File: config.mk
export PLATFORM = sky130hd
export DESIGN_NAME = trial_division_primality_test_unit
export DESIGN_NICKNAME = d
export VERILOG_FILES = /design/src/sv/tdp_pkg.sv /design/src/sv/trial_division_primality_test_unit.sv /design/src/sv/tdp_datapath.sv /design/src/sv/tdp_controller.sv
export SDC_FILE = /design/constraint.sdc
export NUM_CORES = 1
export LEC_CHECK = 0
export BUFFER_PORTS_ARGS = -buffer_cell sky130_fd_sc_hd__buf_2
export CORE_ASPECT_RATIO = 0.9
export CORE_MARGIN = 10
export CORE_UTILIZATION = 60
export DETAILED_ROUTE_END_ITERATION = 16
export PLACE_DENSITY_LB_ADDON = 0.05
export SLEW_MARGIN = 5
export SYNTH_ARGS = -nofsm -noshare
export SYNTH_HDL_FRONTEND = slang
export SYNTH_SLANG_ARGS = --single-unit
File: constraint.sdc
create_clock -name clk -period 4.3 [get_ports clk]
set_input_delay 1.29 -clock clk [delete_from_list [all_inputs] [get_ports clk]]
set_output_delay 1.29 -clock clk [all_outputs]
set_load 0.02 [all_outputs]
File: src/sv/tdp_pkg.sv
package tdp_pkg;

  typedef enum logic [2:0] {
    ST_IDLE,
    ST_CLASSIFY,
    ST_DIVIDE,
    ST_EVAL,
    ST_FINISH
  } tdp_state_t;

  typedef struct packed {
    logic load;
    logic div_start;
    logic div_step;
    logic next_divisor;
    logic set_verdict;
    logic verdict_value;
    logic load_out;
  } tdp_cmd_t;

  typedef struct packed {
    logic n_lt2;
    logic n_lt4;
    logic n_even;
    logic div_last;
    logic quo_lt_d;
    logic rem_zero;
  } tdp_status_t;

endpackage

File: src/sv/trial_division_primality_test_unit.sv
// channel | valid        | stall        | payload
// input   | number_valid | number_stall | number [NUMBER_WIDTH-1:0]
// output  | result_valid | result_stall | is_prime
//
// Odd numbers run a restoring divider, one quotient bit per cycle, once for each
// odd trial divisor, up to about sqrt(number)/2 divisors; 0..3 and even numbers
// are decided without it. One item is in work at a time; the result register lets
// a new item enter while the previous result is still stalled, and a finished item
// waits until that result leaves.
// rst clears the controller and the result valid; datapath registers hold no reset.
module trial_division_primality_test_unit
  import tdp_pkg::*;
#(
  parameter int NUMBER_WIDTH = 32
) (
  input  logic                    clk,
  input  logic                    rst,
  input  logic                    number_valid,
  output logic                    number_stall,
  input  logic [NUMBER_WIDTH-1:0] number,
  output logic                    result_valid,
  input  logic                    result_stall,
  output logic                    is_prime
);

  tdp_cmd_t    cmd;
  tdp_status_t status;

  tdp_controller u_ctrl (
    .clk          (clk),
    .rst          (rst),
    .number_valid (number_valid),
    .number_stall (number_stall),
    .result_valid (result_valid),
    .result_stall (result_stall),
    .status       (status),
    .cmd          (cmd)
  );

  tdp_datapath #(
    .NUMBER_WIDTH (NUMBER_WIDTH)
  ) u_dp (
    .clk      (clk),
    .number   (number),
    .cmd      (cmd),
    .status   (status),
    .is_prime (is_prime)
  );

endmodule

File: src/sv/tdp_datapath.sv
module tdp_datapath
  import tdp_pkg::*;
#(
  parameter int NUMBER_WIDTH = 32
) (
  input  logic                    clk,
  input  logic [NUMBER_WIDTH-1:0] number,
  input  tdp_cmd_t                cmd,
  output tdp_status_t             status,
  output logic                    is_prime
);

  localparam int CW = $clog2(NUMBER_WIDTH);

  logic [NUMBER_WIDTH-1:0] held_number;
  logic [NUMBER_WIDTH-1:0] trial_divisor;
  logic [NUMBER_WIDTH-1:0] rem;
  logic [NUMBER_WIDTH-1:0] quo;
  logic [CW-1:0]           cnt;
  logic                    verdict;

  logic [NUMBER_WIDTH:0]   trial;
  logic [NUMBER_WIDTH:0]   diff;
  logic                    ge;
  logic [NUMBER_WIDTH-1:0] rem_next;
  logic [NUMBER_WIDTH-1:0] quo_next;

  always_comb begin
    trial    = {rem, quo[NUMBER_WIDTH-1]};
    diff     = trial - {1'b0, trial_divisor};
    ge       = ~diff[NUMBER_WIDTH];
    rem_next = ge ? diff[NUMBER_WIDTH-1:0] : trial[NUMBER_WIDTH-1:0];
    quo_next = {quo[NUMBER_WIDTH-2:0], ge};
  end

  always_ff @(posedge clk) begin
    if (cmd.load) begin
      held_number   <= number;
      trial_divisor <= NUMBER_WIDTH'(3);
    end
    if (cmd.next_divisor) begin
      trial_divisor <= trial_divisor + NUMBER_WIDTH'(2);
    end
    if (cmd.div_start) begin
      rem <= '0;
      quo <= held_number;
      cnt <= '0;
    end else if (cmd.div_step) begin
      rem <= rem_next;
      quo <= quo_next;
      cnt <= cnt + CW'(1);
    end
    if (cmd.set_verdict) begin
      verdict <= cmd.verdict_value;
    end
    if (cmd.load_out) begin
      is_prime <= verdict;
    end
  end

  always_comb begin
    status.n_lt2    = held_number < NUMBER_WIDTH'(2);
    status.n_lt4    = held_number < NUMBER_WIDTH'(4);
    status.n_even   = ~held_number[0];
    status.div_last = cnt == CW'(NUMBER_WIDTH - 1);
    status.quo_lt_d = quo < trial_divisor;
    status.rem_zero = rem == '0;
  end

endmodule

File: src/sv/tdp_controller.sv
module tdp_controller
  import tdp_pkg::*;
(
  input  logic        clk,
  input  logic        rst,
  input  logic        number_valid,
  output logic        number_stall,
  output logic        result_valid,
  input  logic        result_stall,
  input  tdp_status_t status,
  output tdp_cmd_t    cmd
);

  tdp_state_t state;
  tdp_state_t state_next;
  logic       out_free;

  assign out_free = ~result_valid | ~result_stall;

  always_ff @(posedge clk) begin
    if (rst) begin
      state        <= ST_IDLE;
      result_valid <= 1'b0;
    end else begin
      state <= state_next;
      if (cmd.load_out) begin
        result_valid <= 1'b1;
      end else if (~result_stall) begin
        result_valid <= 1'b0;
      end
    end
  end

  always_comb begin
    state_next = state;
    unique case (state)
      ST_IDLE: begin
        if (number_valid) state_next = ST_CLASSIFY;
      end
      ST_CLASSIFY: begin
        if (status.n_lt2 || status.n_lt4 || status.n_even) state_next = ST_FINISH;
        else state_next = ST_DIVIDE;
      end
      ST_DIVIDE: begin
        if (status.div_last) state_next = ST_EVAL;
      end
      ST_EVAL: begin
        if (status.quo_lt_d || status.rem_zero) state_next = ST_FINISH;
        else state_next = ST_DIVIDE;
      end
      ST_FINISH: begin
        if (out_free) state_next = ST_IDLE;
      end
      default: state_next = ST_IDLE;
    endcase
  end

  always_comb begin
    cmd          = '0;
    number_stall = 1'b1;
    unique case (state)
      ST_IDLE: begin
        number_stall = 1'b0;
        cmd.load     = number_valid;
      end
      ST_CLASSIFY: begin
        if (status.n_lt2) begin
          cmd.set_verdict   = 1'b1;
          cmd.verdict_value = 1'b0;
        end else if (status.n_lt4) begin
          cmd.set_verdict   = 1'b1;
          cmd.verdict_value = 1'b1;
        end else if (status.n_even) begin
          cmd.set_verdict   = 1'b1;
          cmd.verdict_value = 1'b0;
        end else begin
          cmd.div_start = 1'b1;
        end
      end
      ST_DIVIDE: begin
        cmd.div_step = 1'b1;
      end
      ST_EVAL: begin
        if (status.quo_lt_d) begin
          cmd.set_verdict   = 1'b1;
          cmd.verdict_value = 1'b1;
        end else if (status.rem_zero) begin
          cmd.set_verdict   = 1'b1;
          cmd.verdict_value = 1'b0;
        end else begin
          cmd.next_divisor = 1'b1;
          cmd.div_start    = 1'b1;
        end
      end
      ST_FINISH: begin
        cmd.load_out = out_free;
      end
      default: begin
        cmd = '0;
      end
    endcase
  end

endmodule

# Word level (Yosys, flattened, before mapping)
# Cells that the tools add are included.
classes:
  bitwise: 5
  n_lt_le_gt_ge: 3
  add_sub_neg: 3
  muxes: 30
  eq_ne: 9
  reduce_logical: 8
op_table:
  columns: ["cell", "n"]
  rows:
  - ["32-bit two-way mux", 5]
  - ["33-bit by 32-bit subtractor with 33-bit output", 1]
  - ["32-bit by 2-bit adder with 32-bit output (second input constant)", 1]
  - ["32-bit zero test", 1]
  - ["32-bit by 2-bit < comparator with 1-bit output (second input constant)", 1]
  - ["32-bit by 3-bit < comparator with 1-bit output (second input constant)", 1]
  - ["32-bit < comparator", 1]
  - ["3-bit two-way mux", 5]
  - ["3-bit case mux with 5 select lines", 1]
  - ["1-bit two-way mux", 12]
  - ["2-bit two-way mux", 5]
  - ["3-bit by 2-bit == test with 1-bit output (second input constant)", 2]
  - ["5-bit by 1-bit adder with 5-bit output (second input constant)", 1]
  - ["5-bit == test (second input constant)", 1]
  - ["2-bit by 1-bit != test with 1-bit output (second input constant)", 2]
  - ["2-bit != test (second input constant)", 2]
  - ["1-bit inverter", 4]
  - ["2-bit case mux with 2 select lines", 1]
  - ["2-bit nonzero test", 2]
  - ["3-bit by 1-bit == test with 1-bit output (second input constant)", 1]
  - ["3-bit == test (second input constant)", 1]
  - ["3-bit zero test", 1]
  - ["1-bit logical OR", 3]
  - ["3-bit AND reduction", 1]
  - ["2 further kinds", 2]
totals:
  elab_cells: 67
  input_bits: 36
  regBits: 139
  out_inout_bits: 3

# Logic depth before layout (Yosys ltp)
depth:
  word_depth: 5
  depth_mapped: 14
  mapped_depth_nobuf: 12

# Hierarchy
# A second synthesis with hierarchy kept.
hier_totals:
  cells_unflattened: 821
  hier_area_um2: 8559.5
by_module_without_submodules:
  columns: ["module", "cells_per_inst", "n_inst", "seq_area_each_um2", "area_per_inst_um2"]
  rows:
  - ["tdp_datapath", 785, 1, 3653.5, 8282.9]
  - ["tdp_controller", 36, 1, 80.1, 276.5]

# Least setup slack after synthesis
# Ideal clock, no wire load.
synth_timing:
  kind: "register to register"
  startpoint: "reg u_dp.trial_divisor[1]"
  endpoint: "reg u_dp.trial_divisor[10], enable pin"
  period_less_slack_ns: 3.255
  required_time_ns: 3.829
  stages_incl_launch_ff: 12
  setup_time_ns: 0.471
  t_arrival_ns: 2.784
  path_slack_ns: 1.045
  path_buffers: 1
  cell_sequence: "edfxtp_1 -> inv_1 -> ha_1 -> a21o_1 -> a21o_1 -> a211o_1 -> nand3_1 -> a21oi_1 -> o221a_2 -> nand2_1 -> clkbuf_1 -> nand2_1"
synth_between:
  elab_chain_cells: 4
synth_rtl:
  columns: ["item", "line_no", "text"]
  rows:
  - ["start: declaration", "tdp_datapath.sv:16", "logic [NUMBER_WIDTH-1:0] trial_divisor;"]
  - ["start signal: assignment", "tdp_datapath.sv:42", "trial_divisor <= trial_divisor + NUMBER_WIDTH'(2);"]
  - ["32-bit < comparator", "tdp_datapath.sv:66", "status.quo_lt_d = quo < trial_divisor;"]
  - ["1-bit two-way mux", "tdp_controller.sv:84", "if (status.quo_lt_d) begin"]
  - ["1-bit two-way mux", "tdp_controller.sv:61", "unique case (state)"]
  - ["2-bit nonzero test (no line)", null, null]
# Every way passes these cells.
# A chain may end at the register's enable or synchronous reset.

# Final worst setup path
layout_timing:
  startpoint: "reg u_dp.trial_divisor[25]"
  endpoint: "reg u_dp.quo[10], data pin"
layout_between:
  elab_chain_cells: 4
layout_rtl:
  columns: ["item", "line_no", "text"]
  rows:
  - ["32-bit < comparator", "tdp_datapath.sv:66", null]
  - ["1-bit two-way mux", "tdp_controller.sv:84", null]
  - ["1-bit case mux with 2 select lines", "tdp_controller.sv:61", null]
  - ["32-bit two-way mux", "tdp_datapath.sv:44", "if (cmd.div_start) begin"]
  - ["end signal: assignment", "tdp_datapath.sv:46", "quo <= held_number;"]
  - ["end signal: assignment", "tdp_datapath.sv:50", "quo <= quo_next;"]
  - ["end: declaration", "tdp_datapath.sv:18", "logic [NUMBER_WIDTH-1:0] quo;"]
# Every way passes these cells.

==> flow_metrics.env <==
export IMPL_yosys_warnings=0
export IMPL_min_from="u_dp.verdict"
export IMPL_cp_common_cell="a21o_1"
export IMPL_crit_type="reg2reg"
export IMPL_nFillCells=990
export IMPL_seq_area_sq_um=3730
export IMPL_rsz0062_at_grt="false"
export IMPL_dpl_worst_slack_ps=685
export IMPL_drt_pre_antenna_iters=5
export IMPL_pwr_share_comb=0.285
export IMPL_synth_seq_cells=138
export IMPL_overflow=0
export IMPL_grt_pass1_wl_mm=30.7
export IMPL_worstPathMaxFanout=35
export IMPL_arrival_ps=3830
export IMPL_p_int_mw=2.92
export IMPL_num_vias=6201
export IMPL_fin_ws_ps=637
export IMPL_switching_share=0.339
export IMPL_synth_edf_count=97
export IMPL_highest_layer="met4"
export IMPL_drv_slew=0
export IMPL_fin_crit_sh=0.852
export IMPL_cp_end_kind="flop"
export IMPL_routed_wl_met3_mm=1.10
export IMPL_diodes=0
export IMPL_worst_ep_required_time_ps=4470
export IMPL_fin_setup_tns_ps=0
export IMPL_grt_pass1_vias=6158
export IMPL_clockRootBuffer="clkbuf_16"
export IMPL_cts_resized=0
export IMPL_coreArea_sq_um=13400
export IMPL_finalNetCount=920
export IMPL_insertion_delay_ps=420
export IMPL_clkPwrFrac=0.326
export IMPL_start_kind="flop"
export IMPL_cts_buffers=17
export IMPL_vias_per_cell=6.21
export IMPL_pwr_share_seq=0.389
export IMPL_slew_headroom=0.266
export IMPL_met2_length_mm=8.51
export IMPL_status="completed"
export IMPL_worstPathCellList="inv_1, ha_1, a21o_1, a21o_1, a211oi_1, o221ai_1, o221a_2, or2_1, nand2_4, mux2_2"
export IMPL_antenna_found_initial=0
export IMPL_cts_max_level=4
export IMPL_avgRoutedWirePerCell_um=18.8
export IMPL_die_w_um=143
export IMPL_cts_sinks=138
export IMPL_drt_met1_wl_mm=8.83
export IMPL_tightest_slew_ps=1100
export IMPL_die_y_um=131
export IMPL_finalSetupViolations=0
export IMPL_yosys_area_top_type_share=0.356
export IMPL_r2r_start="u_dp.trial_divisor[25]"
export IMPL_critPathLaunch="u_dp.trial_divisor[25]"
export IMPL_hold_path_class="reg2reg"
export IMPL_synth_largest_area_cell="edfxtp_1"
export IMPL_fin_cells=999
export IMPL_drtIter0Drc=431
export IMPL_cpPeakStageDelay_ps=420
export IMPL_async_reset_ff_frac=0
export IMPL_syn_area_sq_um=8180
export IMPL_clkTransAtPathRegs_ps=70
export IMPL_cts_buffer_depth=2
export IMPL_netlist_top_cells_area="edfxtp_1 36%, dfxtp_1 10%, ha_1 9.9%, xnor2_1 4.8%, mux2_2 4.0%"
export IMPL_worst_ir_drop_vdd_v=0.000423
export IMPL_fmax_mhz=273
export IMPL_rows=40
export IMPL_hold_viol=0
export IMPL_initial_core_util=0.612
export IMPL_dp_hpwl_mm=14.1
export IMPL_drive_gt1_frac=0.147
export IMPL_syn_nets=876
export IMPL_ys_seq_area_frac=0.456
export IMPL_gp_congestion=0.896
export IMPL_drt_wl_total_mm=18.8
export IMPL_fin_crit_ps=3660
export IMPL_synthCells=774
export IMPL_cts_tree="done"
export IMPL_grt_util_all_layers=0.209
export IMPL_antenna_left=0
export IMPL_switchingPower_mw=1.50
export IMPL_critPathSlowestCell="a211oi_1"
export IMPL_grt_max_degree=45
export IMPL_dpl_cell_count=967
export IMPL_multiInputGateArea_sq_um=4170
export IMPL_finClkSkew_ps=11.7
export IMPL_die_area_sq_um=18700
export IMPL_route_detailed_drc=0
export IMPL_cts_hold_buffers=0
export IMPL_port_buffers=38
export IMPL_cts_setup_buffers=0
export IMPL_leakage_nw=3.63
export IMPL_yosys_cell_types_count=64
export IMPL_p_per_area_nw_per_um2=485
export IMPL_syn_to_final_growth_pct=11.4
export IMPL_ios=39
export IMPL_max_cap_violations=0
export IMPL_hold_slack_ps=428
export IMPL_synth_area_per_cell_sq_um=10.6
export IMPL_ys_flop_type="edfxtp_1"
==> critical path, delay by kind of cell, from the launching register on <==
family	cells	cell delay, ps
AO/OA/AOI/OAI	5	1360
AND/OR/NAND/NOR	2	770
flip-flops	1	400
multiplexers	1	390
adder cells (fa/ha/maj)	1	280
buffers and inverters	1	190
==> per-stage QoR <==
| stage | cell area (sq um) | total power, mW | util |
|---|---|---|---|
| after detailed placement | 8540 | 2.98 | 0.639 |
| after CTS | 9120 | 4.42 | 0.682 |
| after global routing | 9120 | 4.65 | 0.682 |
| after floorplan | 8180 | 2.64 | - |
| after global placement | 8540 | 2.94 | 0.639 |
| final | 9120 | 4.42 | 0.682 |
==> final timing paths <==
| check | end | cells past startpoint | slack, ps |
|---|---|---|---|
| min reg2reg | u_dp.is_prime | 0 | 430 |
| min | u_dp.is_prime | 0 | 430 |
| max | u_dp.quo[10] | 10 | 640 |
| max reg2reg | u_dp.quo[10] | 10 | 640 |
==> registers in the layout, indices dropped and copies added (netlist names) <==
name                 count
u_dp.rem                32
u_dp.verdict             1
u_dp.held_number        32
u_dp.is_prime            1
u_dp.trial_divisor      31
u_ctrl.state             3
u_ctrl.result_valid      1
u_dp.quo                32
u_dp.cnt                 5
==> cells in the final DEF (no fill, tap or decap), drive strengths merged, types with 4 or more instances in the layout <==
master,count
nor2b,5
nand4,18
ha,65
and3,10
nor3,16
a32oi,18
or3,4
nand3,21
nor2,55
edfxtp,97
buf,46
dfxtp,41
xnor2,46
mux2,31
inv,52
nor4,19
a31oi,4
o21ai,41
clkbuf,17
a21o,28
o211ai,5
a21oi,46
a211oi,6
o21bai,5
o21a,4
nand2,62
mux2i,12
xor2,17
==> layer usage <==
layer	GRT usage	vias to the layer above
met4	0.0770	0
met1	0.286	2976
met2	0.320	206
met5	0	-
li1	-	2995
met3	0.0444	24
==> synth_stat cells, drive strengths merged (3+ instances only) <==
cell type / number
edfxtp: 97
ha: 65
nand2: 62
nor2: 55
a21oi: 46
xnor2: 46
inv: 43
dfxtp: 41
o21ai: 41
mux2: 31
a21o: 28
nand3: 21
nor4: 19
a32oi: 18
nand4: 18
xor2: 17
nor3: 16
buf: 12
mux2i: 12
and3: 10
clkbuf: 9
a211oi: 6
nor2b: 5
o211ai: 5
o21bai: 5
a31oi: 4
o21a: 4
or3: 4
a22o: 3
==> final cells by class <==
class | instances | area share
inverters | 44 | 0.0181
clock buffers | 17 | 0.0467
multi-input cells | 571 | 0.457
well taps | 168 | 0.0231
flip-flops and latches | 138 | 0.410
repair buffers | 46 | 0.0288
clock inverters | 15 | 0.0167
==> cells by family (layout without fill, tap and decap cells) <==
family | Yosys count | after routing | synth area share
and+or+nand+nor | 220 | 220 | 0.129
AOI/OAI and AO/OA | 179 | 179 | 0.150
DFF | 138 | 138 | 0.456
adders and majority gates | 66 | 66 | 0.102
buffers and inverters | 65 | 122 | 0.0353
xor gates and xnor gates | 63 | 63 | 0.0697
muxes | 43 | 43 | 0.0573
==> power groups by stage <==
| stage | Clock [mW] | Sequential, mW | Combinational [mW] |
|---|---|---|---|
| 6_report | 1.44 | 1.72 | 1.26 |
| 5_1_grt | 1.52 | 1.74 | 1.40 |
| 4_1_cts | 1.46 | 1.71 | 1.25 |
| 3_5_place_dp | 0 | 1.74 | 1.24 |
| 3_3_place_gp | 0 | 1.73 | 1.20 |
| 2_1_floorplan | 0 | 1.70 | 0.947 |
No activity file was read; power rests on OpenSTA's default activity.
